[config.mk]
export PLATFORM = sky130hd
export DESIGN_NAME = wds_ctrl
export DESIGN_NICKNAME = d
export VERILOG_FILES = /design/src/sv/weighted_discrete_sampler_top_defines.svh /design/src/sv/wds_pkg.sv /design/src/sv/wds_ctrl.sv
export SDC_FILE = /design/constraint.sdc
export NUM_CORES = 1
export LEC_CHECK = 0
export ABC_CLOCK_PERIOD_IN_PS = 1950
export BUFFER_PORTS_ARGS = -buffer_cell sky130_fd_sc_hd__buf_2
export CELL_PAD_IN_SITES_DETAIL_PLACEMENT = 1
export CELL_PAD_IN_SITES_GLOBAL_PLACEMENT = 2
export CORE_UTILIZATION = 19
export DETAILED_ROUTE_END_ITERATION = 10
export PLACE_DENSITY_LB_ADDON = 0.1
export SYNTH_ARGS = -nofsm -noshare
export SYNTH_HDL_FRONTEND = slang
export SYNTH_SLANG_ARGS = --single-unit
[constraint.sdc]
create_clock -name clk -period 1.95 [get_ports clk]
set_clock_uncertainty 0.15 [all_clocks]
set_input_delay 0.2925 -clock clk [delete_from_list [all_inputs] [get_ports clk]]
set_output_delay 0.2925 -clock clk [all_outputs]
set_load 0.05 [all_outputs]
[src/sv/weighted_discrete_sampler_top_defines.svh]
// Assertion macros for the weighted discrete sampler.
// Expects signals named clk and rst_n in the module that uses them.
`ifndef WEIGHTED_DISCRETE_SAMPLER_TOP_DEFINES_SVH
`define WEIGHTED_DISCRETE_SAMPLER_TOP_DEFINES_SVH

`ifndef SYNTH

// Same-cycle implication, checked at every rising clock edge outside reset
`define WDS_ASSERT_IMP(label, ante, cons) \
    label: assert property (@(posedge clk) disable iff (!rst_n) (ante) |-> (cons)) \
        else $error("wds: same-cycle check failed");

// Next-cycle implication, checked at every rising clock edge outside reset
`define WDS_ASSERT_NXT(label, ante, cons) \
    label: assert property (@(posedge clk) disable iff (!rst_n) (ante) |=> (cons)) \
        else $error("wds: next-cycle check failed");

`else

`define WDS_ASSERT_IMP(label, ante, cons)

`define WDS_ASSERT_NXT(label, ante, cons)

`endif

`endif

[src/sv/wds_pkg.sv]
// Shared types and constants for the weighted discrete sampler.
// No dependencies; used by wds_ctrl, wds_datapath and the top level.
package wds_pkg;

    // Fixed field widths
    localparam int MODE_W       = 2;
    localparam int WEIGHT_BITS  = 16;
    localparam int UNIFORM_BITS = 32;
    localparam int PREFIX_W     = 24;
    localparam int INDEX_OUT_W  = 8;
    localparam int PROD_W       = PREFIX_W + UNIFORM_BITS;

    // Default table depth
    localparam int DEFAULT_MAX_ENTRIES = 256;

    // Saturation value of the running sum
    localparam logic [PREFIX_W-1:0] PREFIX_MAX = {PREFIX_W{1'b1}};

    // Input word operation codes
    typedef enum logic [MODE_W-1:0] {
        MODE_CLEAR  = 2'd0,
        MODE_APPEND = 2'd1,
        MODE_DRAW   = 2'd2
    } wds_mode_t;

    // Controller states
    typedef enum logic [2:0] {
        ST_IDLE,
        ST_CHECK,
        ST_READ,
        ST_CMP,
        ST_POST
    } wds_state_t;

    // Commands from controller to datapath
    typedef struct packed {
        logic clear;
        logic append;
        logic capture_draw;
        logic start_search;
        logic set_error;
        logic issue_read;
        logic update_bounds;
        logic set_found;
        logic push_out;
    } wds_cmd_t;

    // Status from datapath to controller
    typedef struct packed {
        logic draw_bad;
        logic search_open;
        logic out_free;
    } wds_status_t;

endpackage

[src/sv/wds_ctrl.sv]
// Controller state machine for the weighted discrete sampler.
// Depends on wds_pkg for state, mode, command and status types.
module wds_ctrl
    import wds_pkg::*;
(
    input  logic                clk,
    input  logic                rst_n,
    input  logic                in_valid,
    input  logic [MODE_W-1:0]   mode,
    input  wds_status_t         status,
    output logic                in_ready,
    output wds_cmd_t            cmd
);

    wds_state_t state_reg;
    wds_state_t state_next;

    // Hold state
    always_ff @(posedge clk or negedge rst_n)
    begin
        if (!rst_n)
        begin
            state_reg <= ST_IDLE;
        end
        else
        begin
            state_reg <= state_next;
        end
    end

    // Next state
    always_comb
    begin
        state_next = state_reg;
        unique case (state_reg)
            ST_IDLE:
            begin
                if (in_valid)
                begin
                    unique case (wds_mode_t'(mode))
                        MODE_APPEND: state_next = ST_POST;
                        MODE_DRAW:   state_next = ST_CHECK;
                        default:     state_next = ST_IDLE;
                    endcase
                end
            end
            ST_CHECK:
            begin
                state_next = status.draw_bad ? ST_POST : ST_READ;
            end
            ST_READ:
            begin
                state_next = status.search_open ? ST_CMP : ST_POST;
            end
            ST_CMP:
            begin
                state_next = ST_READ;
            end
            ST_POST:
            begin
                if (status.out_free)
                begin
                    state_next = ST_IDLE;
                end
            end
            default:
            begin
                state_next = ST_IDLE;
            end
        endcase
    end

    // Outputs
    always_comb
    begin
        in_ready = 1'b0;
        cmd      = '0;
        unique case (state_reg)
            ST_IDLE:
            begin
                in_ready = 1'b1;
                if (in_valid)
                begin
                    unique case (wds_mode_t'(mode))
                        MODE_CLEAR:  cmd.clear        = 1'b1;
                        MODE_APPEND: cmd.append       = 1'b1;
                        MODE_DRAW:   cmd.capture_draw = 1'b1;
                        default:     cmd              = '0;
                    endcase
                end
            end
            ST_CHECK:
            begin
                if (status.draw_bad)
                begin
                    cmd.set_error = 1'b1;
                end
                else
                begin
                    cmd.start_search = 1'b1;
                end
            end
            ST_READ:
            begin
                if (status.search_open)
                begin
                    cmd.issue_read = 1'b1;
                end
                else
                begin
                    cmd.set_found = 1'b1;
                end
            end
            ST_CMP:
            begin
                cmd.update_bounds = 1'b1;
            end
            ST_POST:
            begin
                cmd.push_out = status.out_free;
            end
            default:
            begin
                cmd = '0;
            end
        endcase
    end

endmodule

Word level (Yosys, flattened, before mapping)
Cells that the tools add are included.
W data, S select, Z words.
Word-level totals
  flip-flop bits (word level): 3
  latch bits: 0
  bits in writable memories: 0
  ROM bits: 0
  memories: 0
Cells by class
  $add $sub $neg: 0
  multipliers: 0
  div/mod/pow operators: 0
  $lt $le $gt $ge: 0
  equal/unequal tests: 8
  shift-type cells: 0
  multiplexer cells: 21
  bitwise operators: 0
  reduce and logical (&&, ||, !) cells: 3
Operator list (number)
  $mux W3: 5
  $pmux W3 S5: 1
  $mux W9: 1
  $mux W1: 8
  $pmux W1 S2: 4
  $eq A3 B2 Y1 const B: 2
  $pmux W3 S2: 1
  $ne A2 B2 Y1 const B: 2
  $pmux W2 S2: 1
  $eq A3 B1 Y1 const B: 1
  $eq A3 B3 Y1 const B: 1
  $logic_not A3 Y1: 1
  $eq A2 B1 Y1 const B: 1
  $eq A2 B2 Y1 const B: 1
  $logic_not A2 Y1: 1
  $reduce_and A2 Y1: 1

Logic depth before layout (Yosys ltp)
  word-level depth: 4
  depth in mapped cells: 4

Worst setup path before layout
Ideal clock, no wire load.
  path kind: register to output
  from: reg state_reg[0]
  to: out cmd[1] (netlist name)
  arrival time: 2.031 ns
  data required time: 1.507 ns
  slack: -0.524 ns
  stages on the path, launching flop included: 3
  buffers on the path: 1
  path through: dfrtp_1 buf_6 nor4_1
RTL lines
  start, declared: line wds_ctrl.sv:15  | wds_state_t state_reg;
  start signal, assigned: line wds_ctrl.sv:27  | state_reg <= state_next;
  end, declared: line wds_ctrl.sv:12  | output wds_cmd_t cmd

==> impl_metrics.json <==
{
  "numCtsBuffers": 3,
  "ys.flop_type": "dfrtp_1",
  "grt_pass1_vias": 299,
  "power_w": 0.000471,
  "ios": 18,
  "p_int_w": 0.000231,
  "start_kind": "flop",
  "slew_violations": 0,
  "synthArstFlopShare": 1.00,
  "grt_usage": 0.110,
  "yosysMostFrequentCell": "nand2_1",
  "path_class": "flop to output port",
  "status": "complete, no violations",
  "path_clk_slew_ns": 0.04,
  "antenna_found_initial": 0,
  "final_nets": 60,
  "firstDrtPassIters": 2,
  "setup_viol_count_final": 0,
  "grt_max_degree": 10,
  "synth_fp_nets": 40,
  "ir_drop_mv": 0.515,
  "p_per_area_nw_per_um2": 1190,
  "fillCellCount": 157,
  "cts_tree": "done",
  "maxSlewHeadroom": 0.770,
  "drc": 0,
  "path_cells": "nor3_4 > and4b_4 > clkbuf_4",
  "clockBufferDepth": 2,
  "tightestPinTransition_ns": 0.345,
  "swShare": 0.509,
  "grt_pass1_wl_um": 1160,
  "wl_per_cell_um": 11.2,
  "min_period_ns": 1.86,
  "yosysWarnings": 0,
  "cp.arrival_ns": 1.42,
  "fmax_mhz": 538,
  "p_comb_frac": 0.509,
  "avgSynthCellArea_sq_um": 8.09,
  "critPathSlowestCell": "dfrtp_1",
  "hold_viol": 0,
  "syn-cell-area_sq_um": 259,
  "grt-ovfl-total": 0,
  "end_kind": "output port",
  "leakage_nw": 0.196,
  "drt_iter0_markers": 3,
  "power_switching_w": 0.000240,
  "pwr-share-seq": 0.266,
  "synth_edf_count": 0,
  "die_w_um": 38.9,
  "stdcell_count": 65,
  "vias": 291,
  "initial_core_util": 0.218,
  "clock_latency_ns": 0.23,
  "hpwl_um": 572,
  "setup_ws_ns": 0.0901,
  "synth_seq_cells": 3,
  "syn_inst": 32,
  "diodes": 0,
  "tns_ns": 0,
  "dpl.cell_count": 60,
  "synth_common_cells": "nand2_1 (5), nor2_1 (4), buf_6 (3), dfrtp_1 (3), nor3_1 (3)",
  "numPortBuffers": 17,
  "htreeDepth": 1,
  "die_area_sq_um": 1510,
  "maxCapViolations": 0,
  "num_rows": 12,
  "synth.distinct_cells": 16,
  "hp-class": "input pin to flop",
  "synth_seq_area_share": 0.290,
  "core_sq_um": 1190,
  "root_buffer": "clkbuf_4",
  "clockPowerShare": 0.226,
  "routabilityCongestion": 0.663,
  "ant_nets": 0,
  "rsz0062_at_grt": "no",
  "synth_top_area_share": 0.290,
  "area_delta_synth_final_pct": 52.7,
  "place_ws_ns": 0.232,
  "drt-total-wl_um": 726,
  "cpPeakStageDelay_ns": 0.49,
  "crit_path_max_fanout": 9,
  "crit_required_ns": 1.51,
  "period_share": 0.954,
  "layout-drive-gt1-share": 0.510,
  "largest_reg_flops": 3,
  "synth.top_cells.by_area": "dfrtp_1 (29%), buf_6 (13%), nand2_1 (7.2%), or3b_1 (6.8%), nor3_1 (5.8%)",
  "cts.sinks": 3,
  "post-synth-top-area-cell": "dfrtp_1",
  "die_h_um": 38.9,
  "via_per_inst": 4.48
}
## area by class of cell
| class | instances | area, sq um | area share |
|---|---|---|---|
| flip-flops and latches | 3 | 76.3 | 0.193 |
| repair buffers | 18 | 103 | 0.259 |
| clock buffers | 4 | 26.3 | 0.0665 |
| multi-input cells | 25 | 169 | 0.427 |
| inverters | 1 | 3.75 | 0.00949 |
| well taps | 14 | 17.5 | 0.0443 |
## worst paths after layout
check,start,to,slack [ns],depth (start not counted)
max,state_reg[1]$_DFFE_PN0P_,cmd[7],0.09,3
min,mode[1],state_reg[0]$_DFFE_PN0P_,0.20,3
max reg2reg,state_reg[2]$_DFFE_PN0P_,state_reg[2]$_DFFE_PN0P_,0.47,3
min reg2reg,state_reg[2]$_DFFE_PN0P_,state_reg[1]$_DFFE_PN0P_,0.50,1
max in group asynchronous,rst_n,state_reg[0]$_DFFE_PN0P_,1.29,2
min in group asynchronous,rst_n,state_reg[1]$_DFFE_PN0P_,0.24,2
## placed cells by master (no fill, tap or decap)
master and n:
or3b_1 2, nor3b_2 1, and3_1 1, nor4_2 1, clkbuf_1 1, nor3_1 2
buf_2 14, or3_1 1, inv_1 1, dlygate4sd3_1 1, nor3_2 1, nand2b_1 2
dfrtp_2 1, nand2_1 5, nor3_4 1, dfrtp_1 2, clkbuf_4 6, and4b_4 1
nor2_1 4, a21boi_0 1, a21oi_1 2
## logic make-up after synthesis
family	Yosys count	share of synthesized area
simple gates	22	0.498
buf+inv	4	0.145
flops	3	0.290
compound gates	3	0.0676
## routing by layer
metal	wire, um	track usage	vias up
li1	-	-	148
met1	304	0.115	132
met2	384	0.221	11
met3	37	0.0173	0
met4	0	0.0259	0
met5	0	0	-
## worst max-delay path, delay by kind of cell (launching register included)
kind / cells / cell delay (ns)
flops: 1 / 0.49
simple gates: 2 / 0.48
buf+inv: 1 / 0.23
## repair_timing
| action | in CTS | in global routing |
|---|---|---|
| hold buffers | 1 | 0 |
| resized for setup | 1 | 4 |
| buffers inserted | 0 | 0 |
| pin swaps | 0 | 1 |
| endpoints found under the setup margin | 2 | 3 |
| endpoints found under the hold margin | 3 | 0 |
## metrics by stage
step | util | area [sq um] | hold WS [ns]
global placement | 0.291 | 345 | -0.0628
finish | 0.333 | 395 | 0.202
floorplan | - | 277 | -0.153
detailed placement | 0.291 | 345 | -0.0613
CTS | 0.326 | 387 | 0.199
global route | 0.333 | 395 | 0.216
## power groups by stage
stage	clock, W	sequential [W]	combinational, W
floorplan	0	0.0000848	0.000252
global placement	0	0.000125	0.000234
detailed placement	0	0.000126	0.000235
CTS	0.000112	0.000126	0.000239
global route	0.000114	0.000131	0.000257
finish	0.000106	0.000125	0.000239
Note: power is estimated with default switching activity, not from simulation.
